<file path="src/rtl/upc_pkg.sv">
// ----------------------------------------------------------------------------
// upc_pkg
// Shared types, character codes and helpers for the URI path decoder.
// ----------------------------------------------------------------------------
package upc_pkg;

    localparam int unsigned ByteW = 8;

    localparam logic [ByteW-1:0] ChPercent = 8'h25;
    localparam logic [ByteW-1:0] ChPlus    = 8'h2B;
    localparam logic [ByteW-1:0] ChSpace   = 8'h20;
    localparam logic [ByteW-1:0] ChSlash   = 8'h2F;
    localparam logic [ByteW-1:0] ChDot     = 8'h2E;

    typedef enum logic [1:0] {
        ST_OK       = 2'd0,
        ST_BAD_ESC  = 2'd1,
        ST_BAD_PATH = 2'd2,
        ST_DOTDOT   = 2'd3
    } status_t;

    typedef enum logic [1:0] {
        PH_PLAIN = 2'd0,
        PH_HIGH  = 2'd1,
        PH_LOW   = 2'd2
    } phase_t;

    typedef struct packed {
        phase_t     phase;
        logic [3:0] high_nibble;
        status_t    error_code;
        logic       seen_first_byte;
        logic       prev_was_dot;
    } dec_state_t;

    localparam dec_state_t StateReset = '{
        phase:           PH_PLAIN,
        high_nibble:     4'd0,
        error_code:      ST_OK,
        seen_first_byte: 1'b0,
        prev_was_dot:    1'b0
    };

    typedef struct packed {
        logic             produce;
        logic [ByteW-1:0] out_byte;
        logic             has_byte;
        logic             end_of_path;
        status_t          status;
    } dec_result_t;

    // Strict hex digit: {is_hex, value}
    function automatic logic [4:0] hex_value(input logic [ByteW-1:0] c);
        logic [4:0] r;
        r = 5'd0;
        if (c inside {[8'h30:8'h39]})
            r = {1'b1, c[3:0]};
        else if (c inside {[8'h61:8'h66], [8'h41:8'h46]})
            r = {1'b1, c[3:0] + 4'd9};
        return r;
    endfunction

endpackage

</file>
<file path="src/rtl/upc_decode.sv">
// ----------------------------------------------------------------------------
// upc_decode
// Percent/plus decoding and path checking for one URI byte: next state and
// the result of the transaction.
// ----------------------------------------------------------------------------
module upc_decode
    import upc_pkg::*;
(
    input  dec_state_t       cur,
    input  logic [ByteW-1:0] uri_byte,
    input  logic             is_empty,
    input  logic             last_byte,
    output dec_state_t       nxt,
    output dec_result_t      res
);

    logic [4:0]       hv;
    logic             have;
    logic             emit;
    logic [ByteW-1:0] dec;
    dec_state_t       upd;
    status_t          st;

    assign hv = hex_value(uri_byte);

    always_comb
    begin
        upd  = cur;
        have = 1'b0;
        emit = 1'b0;
        dec  = '0;
        st   = ST_OK;

        if (!is_empty && cur.error_code != ST_BAD_ESC)
        begin
            case (cur.phase)
                PH_PLAIN:
                begin
                    if (uri_byte == ChPercent)
                        upd.phase = PH_HIGH;
                    else
                    begin
                        dec  = (uri_byte == ChPlus) ? ChSpace : uri_byte;
                        have = 1'b1;
                    end
                end
                PH_HIGH:
                begin
                    if (!hv[4])
                    begin
                        upd.error_code = ST_BAD_ESC;
                        upd.phase      = PH_PLAIN;
                    end
                    else
                    begin
                        upd.high_nibble = hv[3:0];
                        upd.phase       = PH_LOW;
                    end
                end
                default:
                begin
                    // second digit; the unused phase code behaves the same
                    if (!hv[4])
                    begin
                        upd.error_code = ST_BAD_ESC;
                        upd.phase      = PH_PLAIN;
                    end
                    else
                    begin
                        dec       = {cur.high_nibble, hv[3:0]};
                        have      = 1'b1;
                        upd.phase = PH_PLAIN;
                    end
                end
            endcase

            if (have && upd.error_code == ST_OK)
            begin
                if (!cur.seen_first_byte && dec != ChSlash)
                    upd.error_code = ST_BAD_PATH;
                else if (cur.prev_was_dot && dec == ChDot)
                    upd.error_code = ST_DOTDOT;
                upd.seen_first_byte = 1'b1;
                upd.prev_was_dot    = (dec == ChDot);
                emit                = (upd.error_code == ST_OK);
            end
        end

        // final status: a pending escape counts as a bad escape
        st = upd.error_code;
        if (st != ST_BAD_ESC && upd.phase != PH_PLAIN)
            st = ST_BAD_ESC;
        if (st == ST_OK && !upd.seen_first_byte)
            st = ST_BAD_PATH;

        nxt = last_byte ? StateReset : upd;

        res.produce     = emit || last_byte;
        res.out_byte    = emit ? dec : '0;
        res.has_byte    = emit;
        res.end_of_path = last_byte;
        res.status      = last_byte ? st : ST_OK;
    end

endmodule

</file>
<file path="src/rtl/url_path_decode_check.sv">
// Pipeline: an input transaction passes the input register, then the result
//   register; items yielding no result are dropped at the second stage.
// Throughput: one input byte per cycle while out_ready holds, set by the
//   combinational decode between the input register and the result register.
// Reset: rst_n clears both stages and returns the decoder to plain-byte state.
// ----------------------------------------------------------------------------
// url_path_decode_check
// Streaming URI percent decoder with absolute-path and ".." checking.
// ----------------------------------------------------------------------------
module url_path_decode_check
    import upc_pkg::*;
(
    input  logic             clk,
    input  logic             rst_n,
    input  logic             in_valid,
    output logic             in_ready,
    input  logic [ByteW-1:0] uri_byte,
    input  logic             is_empty,
    input  logic             last_byte,
    output logic             out_valid,
    input  logic             out_ready,
    output logic [ByteW-1:0] out_byte,
    output logic             has_byte,
    output logic             end_of_path,
    output logic [1:0]       status
);

    logic             in_valid_reg;
    logic [ByteW-1:0] uri_byte_reg;
    logic             is_empty_reg;
    logic             last_byte_reg;

    dec_state_t       state_reg;
    dec_state_t       state_next;
    dec_result_t      res_next;

    logic             res_valid_reg;
    logic [ByteW-1:0] out_byte_reg;
    logic             has_byte_reg;
    logic             end_of_path_reg;
    status_t          status_reg;

    logic             advance;
    logic             in_take;
    logic             load_res;

    upc_decode u_decode (
        .cur       (state_reg),
        .uri_byte  (uri_byte_reg),
        .is_empty  (is_empty_reg),
        .last_byte (last_byte_reg),
        .nxt       (state_next),
        .res       (res_next)
    );

    // decoded item may move on only when the result register is empty or being read out
    assign advance  = in_valid_reg && (!res_valid_reg || out_ready);
    assign in_ready = !in_valid_reg || advance;
    assign in_take  = in_valid && in_ready;
    assign load_res = advance && res_next.produce;

    always_ff @(posedge clk or negedge rst_n)
    begin
        if (!rst_n)
        begin
            in_valid_reg  <= 1'b0;
            res_valid_reg <= 1'b0;
            state_reg     <= StateReset;
        end
        else
        begin
            if (in_take)
                in_valid_reg <= 1'b1;
            else if (advance)
                in_valid_reg <= 1'b0;

            if (advance)
                state_reg <= state_next;

            if (load_res)
                res_valid_reg <= 1'b1;
            else if (out_ready)
                res_valid_reg <= 1'b0;
        end
    end

    always_ff @(posedge clk)
    begin
        if (in_take)
        begin
            uri_byte_reg  <= uri_byte;
            is_empty_reg  <= is_empty;
            last_byte_reg <= last_byte;
        end
        if (load_res)
        begin
            out_byte_reg    <= res_next.out_byte;
            has_byte_reg    <= res_next.has_byte;
            end_of_path_reg <= res_next.end_of_path;
            status_reg      <= res_next.status;
        end
    end

    assign out_valid   = res_valid_reg;
    assign out_byte    = out_byte_reg;
    assign has_byte    = has_byte_reg;
    assign end_of_path = end_of_path_reg;
    assign status      = status_reg;

endmodule
</file>
<file path="config.mk">
export PLATFORM = sky130hd
export DESIGN_NAME = url_path_decode_check
export DESIGN_NICKNAME = d
export VERILOG_FILES = /design/src/rtl/upc_pkg.sv /design/src/rtl/upc_decode.sv /design/src/rtl/url_path_decode_check.sv
export SDC_FILE = /design/constraint.sdc
export NUM_CORES = 1
export LEC_CHECK = 0
export CAP_MARGIN = 25
export CORE_UTILIZATION = 60
export DETAILED_ROUTE_END_ITERATION = 7
export DONT_BUFFER_PORTS = 1
export MAX_ROUTING_LAYER = met4
export PLACE_DENSITY = 0.74
export SLEW_MARGIN = 20
export SYNTH_ARGS = -nofsm -noshare
export SYNTH_HDL_FRONTEND = slang
export SYNTH_SLANG_ARGS = --single-unit
export TNS_END_PERCENT = 20
</file>
<file path="constraint.sdc">
create_clock -name clk -period 4.6 [get_ports clk]
set_input_delay 0.69 -clock clk [delete_from_list [all_inputs] [get_ports clk]]
set_output_delay 0.69 -clock clk [all_outputs]
set_load 0.005 [all_outputs]
</file>
# Yosys cells after proc, flatten, opt, wreduce, memory -nomap -nowiden

Cells that the tools add are included.
Widths: inputs -> output; s select.

Bits in registers: 34
Latch bits: 0
RAM bits: 0
Bits in read-only memories: 0
Input bits: 14
Output and inout port bits: 14
Memories: 0

Add/sub/neg operators: 1
$mul: 0
Div/mod/pow operators: 0
Order comparisons: 6
Equality and inequality tests: 7
Shifts and indexed selects: 0
Mux-type cells: 34
Bitwise logic cells: 1
Reduce and logical (&&, ||, !) cells: 36

Operator list:

| operator            | count |
|---|---|
| $mux 8              | 4 |
| $eq 8x6->1 const B  | 3 |
| $mux 2              | 11 |
| $mux 10             | 2 |
| $ge 8x7->1 const B  | 2 |
| $le 8x7->1 const B  | 2 |
| $pmux 8 s2          | 1 |
| $reduce_bool 2->1   | 8 |
| $logic_and 1x1->1   | 12 |
| $mux 4              | 3 |
| $mux 5              | 2 |
| $mux 1              | 9 |
| $ge 8x6->1 const B  | 1 |
| $le 8x6->1 const B  | 1 |
| $logic_not 2->1     | 4 |
| $ne 8x6->1 const B  | 1 |
| $logic_not 1->1     | 5 |
| $add 4x4->4 const B | 1 |
| $ne 2x1->1 const B  | 2 |
| $pmux 2 s2          | 1 |
| $reduce_and 4->1    | 1 |
| $logic_or 1x1->1    | 3 |
| $reduce_and 3->1    | 1 |
| $eq 2x1->1 const B  | 1 |
| 4 further kinds     | 4 |

# Longest topological paths before layout

Depth after elaboration: 22
Depth in mapped cells: 10

# Modules after synthesis

Synthesis repeated with hierarchy kept, for this count alone.

Cell total of the unflattened synthesis: 197
Area, all modules: 2078.2 µm²

By module, submodules not included:

| module                | times used | cells each | area each (µm²) | seq. area each (µm²) |
|---|---|---|---|---|
| url_path_decode_check | 1          | 53         | 1134.8          | 960.9 |
| upc_decode            | 1          | 144        | 943.4           | 0.0 |

# Least setup slack after synthesis

Ideal clock, no wire load.

Kind: reg2reg
Start: reg uri_byte_reg[0]
End: reg end_of_path_reg, in the netlist end_of_path, enable pin
Arrival: 2.743 ns
Path slack: 1.472 ns
Cell stages (with the launch flop): 11
Period minus slack after synthesis: 3.128 ns
Cell sequence: edfxtp_1 > inv_1 > ha_1 > o21bai_1 > a21oi_1 > a22o_1 > a32oi_1 > and4bb_2 > a22oi_1 > buf_4 > a21oi_1

Cells in the longest elaborated chain, start to end: 19
Elaborated cells between the ends (all ways): 42

RTL lines:

| element                                         | line                        | text |
|---|---|---|
| start, declared                                 | url_path_decode_check.sv:29 | `logic [ByteW-1:0] uri_byte_reg;` |
| start signal, assigned                          | url_path_decode_check.sv:91 | `uri_byte_reg <= uri_byte;` |
| $ge 8x7->1 / $le 8x7->1 (equally long branches) | upc_pkg.sv:58               | `else if (c inside {[8'h61:8'h66], [8'h41:8'h46]})` |
| $logic_and 1x1->1                               | upc_pkg.sv:58               |  |
| $reduce_bool 2->1                               | upc_pkg.sv:58               |  |
| $mux 5                                          | upc_pkg.sv:58               |  |
| $mux 5                                          | upc_pkg.sv:56               | `if (c inside {[8'h30:8'h39]})` |
| $mux 8                                          | upc_decode.sv:63            | `if (!hv[4])` |
| $pmux 8 s2                                      | upc_decode.sv:36            | `case (cur.phase)` |
| $mux 8                                          | upc_decode.sv:34            | `if (!is_empty && cur.error_code != ST_BAD_ESC)` |
| (+4 left out)                                   | --                          |  |
| $mux 2                                          | upc_decode.sv:77            | `if (have && upd.error_code == ST_OK)` |
| $mux 2                                          | upc_decode.sv:34            |  |
| $logic_not 2->1                                 | upc_decode.sv:85            | `emit = (upd.error_code == ST_OK);` |
| $mux 1 *                                        | upc_decode.sv:77            |  |
| $mux 1 *                                        | upc_decode.sv:34            |  |
| $logic_or 1x1->1 *                              | upc_decode.sv:98            | `res.produce = emit \|\| last_byte;` |
| $logic_and 1x1->1 *                             | url_path_decode_check.sv:60 | `assign load_res = advance && res_next.produce;` |
| via load_res                                    | url_path_decode_check.sv:45 | `logic load_res;` |
| end signal, assigned                            | url_path_decode_check.sv:99 | `end_of_path_reg <= res_next.end_of_path;` |
| end, declared                                   | url_path_decode_check.sv:40 | `logic end_of_path_reg;` |

Mark *: on every way through the listed nets, which the timed path passes. The rest lies on a longest branch. The select of a mux whose other input is x is not followed.
A chain may end at the register's enable or synchronous reset.

# Final worst setup path

Start: reg uri_byte_reg[0]
End: reg out_byte_reg[1], in the netlist out_byte[1], enable pin

Cells in the longest elaborated chain, start to end: 19
Elaborated cells between the ends (all ways): 42

RTL lines:

| element                                         | line                        | text |
|---|---|---|
| $ge 8x7->1 / $le 8x7->1 (equally long branches) | upc_pkg.sv:58               |  |
| $logic_and 1x1->1                               | upc_pkg.sv:58               |  |
| $reduce_bool 2->1                               | upc_pkg.sv:58               |  |
| $mux 5                                          | upc_pkg.sv:58               |  |
| $mux 5                                          | upc_pkg.sv:56               |  |
| $mux 8                                          | upc_decode.sv:63            |  |
| $pmux 8 s2                                      | upc_decode.sv:36            |  |
| $mux 8                                          | upc_decode.sv:34            |  |
| (+4 left out)                                   | --                          |  |
| $mux 2                                          | upc_decode.sv:77            |  |
| $mux 2                                          | upc_decode.sv:34            |  |
| $logic_not 2->1                                 | upc_decode.sv:85            |  |
| $mux 1 *                                        | upc_decode.sv:77            |  |
| $mux 1 *                                        | upc_decode.sv:34            |  |
| $logic_or 1x1->1 *                              | upc_decode.sv:98            |  |
| $logic_and 1x1->1 *                             | url_path_decode_check.sv:60 |  |
| via load_res                                    | url_path_decode_check.sv:45 |  |
| end signal, assigned                            | url_path_decode_check.sv:97 | `out_byte_reg <= res_next.out_byte;` |
| end, declared                                   | url_path_decode_check.sv:38 | `logic [ByteW-1:0] out_byte_reg;` |

Marks and branches as above.

==> impl_metrics.yaml <==
status:
  status: "completed"
grt:
  antenna_found_initial: 0
  first_global_vias: 1498
  grt_pass1_wl_mm: 6.97
  grt_use_total_pct: 28.2
  grt_overflow: 0
  grt_max_degree: 15
sta:
  max_freq_mhz: 268
  rsz0062_at_grt: "false"
  drv_slew: 0
  fin_crit_sh_pct: 81.1
  hold_viol: 0
  tns_ps: 0
  setup_viol: 0
  clock_skew_ps: 12.6
  period_minus_slack_ps: 3730
  worst_pin_slew_ps: 885
  max_slew_margin_pct: 41.0
floorplanning:
  die_area_um2: 3560
  die_h_um: 59.7
  initial_core_util_pct: 64.4
  die_x_um: 59.7
  placementRows: 20
  pin_count: 28
  core_um2: 3100
detailed_routing:
  drcViolationCount: 0
  vias_per_cell: 6.52
  wire_per_inst_um: 18.0
  ant_nets: 0
  drt_pass1_iterations: 4
  num_vias: 1525
  drt_wl_total_mm: 4.21
  drtIter0Drc: 95
power_and_ir_drop:
  net-switching-power_uw: 186
  p_clk_share_pct: 25.5
  power.leakage_uw: 0.000805
  vdd_drop_max_mv: 0.224
  p_int_uw: 474
  switching_share_pct: 28.2
  pwr-share-seq_pct: 58.5
  combPwrFrac_pct: 16.0
  p_per_area_nw_per_um2: 318
synth:
  postSynthAreaPerCell_um2: 10.7
  syn_inst: 187
  ys_async_sr_fraction_pct: 35.3
  syn_nets: 205
  ys_types: 59
  ys_ff_latch: 34
  synthFlopType: "edfxtp_1"
  yosys_warnings: 0
  ys_seq_area_share_pct: 48.1
  syn-cell-area_um2: 2000
  synth_edf_count: 22
placement:
  gp_congestion: 0.959
  dpl.hpwl_mm: 3.19
  post-place-cells: 224
  io_buffers: 0
cells_and_area:
  diodes: 0
  fill_cells: 250
  area_delta_synth_final_pct: 3.95
  drive_above_1_share_pct: 15.8
  multi_input_area_um2: 937
  num-nets-final: 207
  largest_reg_flops: 10
  final_cell_mix: "22 x edfxtp_1, 18 x nor2_1, 13 x a21oi_1"
  seqCellArea_um2: 961
  final_cells: 234
  final_common_cell: "edfxtp_1"
cts:
  numCtsBuffers: 5
  cts_max_path_buffers: 2
  clock_sinks: 34
  cts_tree: "yes"
  clkTransAtPathRegs_ps: 90
  postCtsSetupBuffers: 0
  clock_latency_ps: 350
  root_buffer: "clkbuf_4"
  cts_max_level: 2
critical_path:
  worst_setup_path_start_kind: "flip-flop"
  worstPathRequired_ps: 4720
  cp_max_fo: 11
  end_kind: "flip-flop"
  arrival_ps: 3850
  worst-setup-path-type: "reg2reg"
worst_hold_path:
  hold_path_class: "in2async"
flow_run:
  maxCapViolations: 0
power by group through the flow:
stage	Clock [uW]	Sequential (uW)	Combinational, uW
floorplan	0	381	87.7
finish	168	386	106
global route	186	391	117
detailed placement	0	393	99.7
global placement	0	391	97.7
CTS	174	386	101
layer usage:
metal / track usage, % / up-vias / routed length [um]
met4: 18.3 / 0 / 170
met2: 42.4 / 93 / 1950
met3: 6.49 / 18 / 342
met5: - / - / 0
li1: - / 706 / -
met1: 34.0 / 708 / 1740
final cells by class:
class                           count  share of cell area [%]
Inverter                           12                    2.17
Tap cell                           44                    2.65
Multi-Input combinational cell    134                    45.1
Timing Repair Buffer                2                   0.844
Sequential cell                    34                    46.3
Clock inverter                      1                   0.241
Clock buffer                        7                    2.65
through the flow:
stage / area [um2] / hold slack [ps] / setup WS (ps) / total power (uW) / util (%)
6_report: 2080 / 23.5 / 869 / 660 / 66.9
2_1_floorplan: 2000 / 394 / 1470 / 469 / -
3_3_place_gp: 2000 / 395 / 1030 / 489 / 64.4
4_1_cts: 2060 / 6.83 / 829 / 660 / 66.3
5_1_grt: 2080 / 2.16 / 627 / 694 / 66.9
3_5_place_dp: 2000 / 395 / 844 / 492 / 64.4
kinds of logic after synthesis:
group,synth area share [%]
AO/OA/AOI/OAI,22.6
multiplexers,2.19
AND/OR/NAND/NOR,19.7
flip-flops,48.1
adder cells (fa/ha/maj),2.51
buffers and inverters,4.95
worst max-delay path, cell delays in order, from the launching register on:
cell,delay [ps]
edfxtp_1,510
inv_1,120
ha_1,260
o21bai_1,200
a21oi_1,200
a22o_1,300
a32oi_1,290
and4bb_2,310
a22oi_1,730
a21oi_1,320
buf_4,260
cell usage after synthesis, types with 2 or more instances:
cell type / instances / area share [%]
o211ai_1: 4 / 1.5
o21ai_0: 12 / 3.0
and2_1: 3 / 0.94
a21oi_2: 2 / 0.88
a221oi_1: 2 / 0.88
a32o_1: 2 / 1.0
a21o_2: 2 / 0.88
nor2b_1: 6 / 1.9
nand2_1: 10 / 1.9
nand3_1: 2 / 0.50
nor2_1: 18 / 3.4
buf_4: 3 / 1.1
and2b_2: 2 / 0.88
a22o_1: 3 / 1.3
edfxtp_1: 22 / 33
nand2b_1: 3 / 0.94
mux2_2: 3 / 1.7
nor3_1: 3 / 0.75
dfrtp_1: 12 / 15
ha_1: 4 / 2.5
a21oi_1: 13 / 3.3
a22oi_1: 6 / 2.3
inv_1: 12 / 2.3
and3b_1: 2 / 0.88
nand4_1: 2 / 0.63
worst paths after layout:
kind / from / depth (start not counted) / slack [ps] / endpoint
setup / recovery: uri_byte_reg[0] / 10 / 870 / out_byte[1]
min in group clk: is_empty / 0 / 430 / is_empty_reg
hold reg to reg: state_reg[0] / 1 / 580 / state_reg[0]
hold / removal: rst_n / 0 / 20 / state_reg[0]
max in group asynchronous: rst_n / 1 / 3620 / state_reg[8]
setup reg to reg: uri_byte_reg[0] / 10 / 870 / out_byte[1]
timing repair:
item                                   CTS  global route
endpoints found under the hold margin    0             8
resized for setup                        0             0
hold buffers                             0             1
Note: power is estimated with default switching activity, not from simulation.
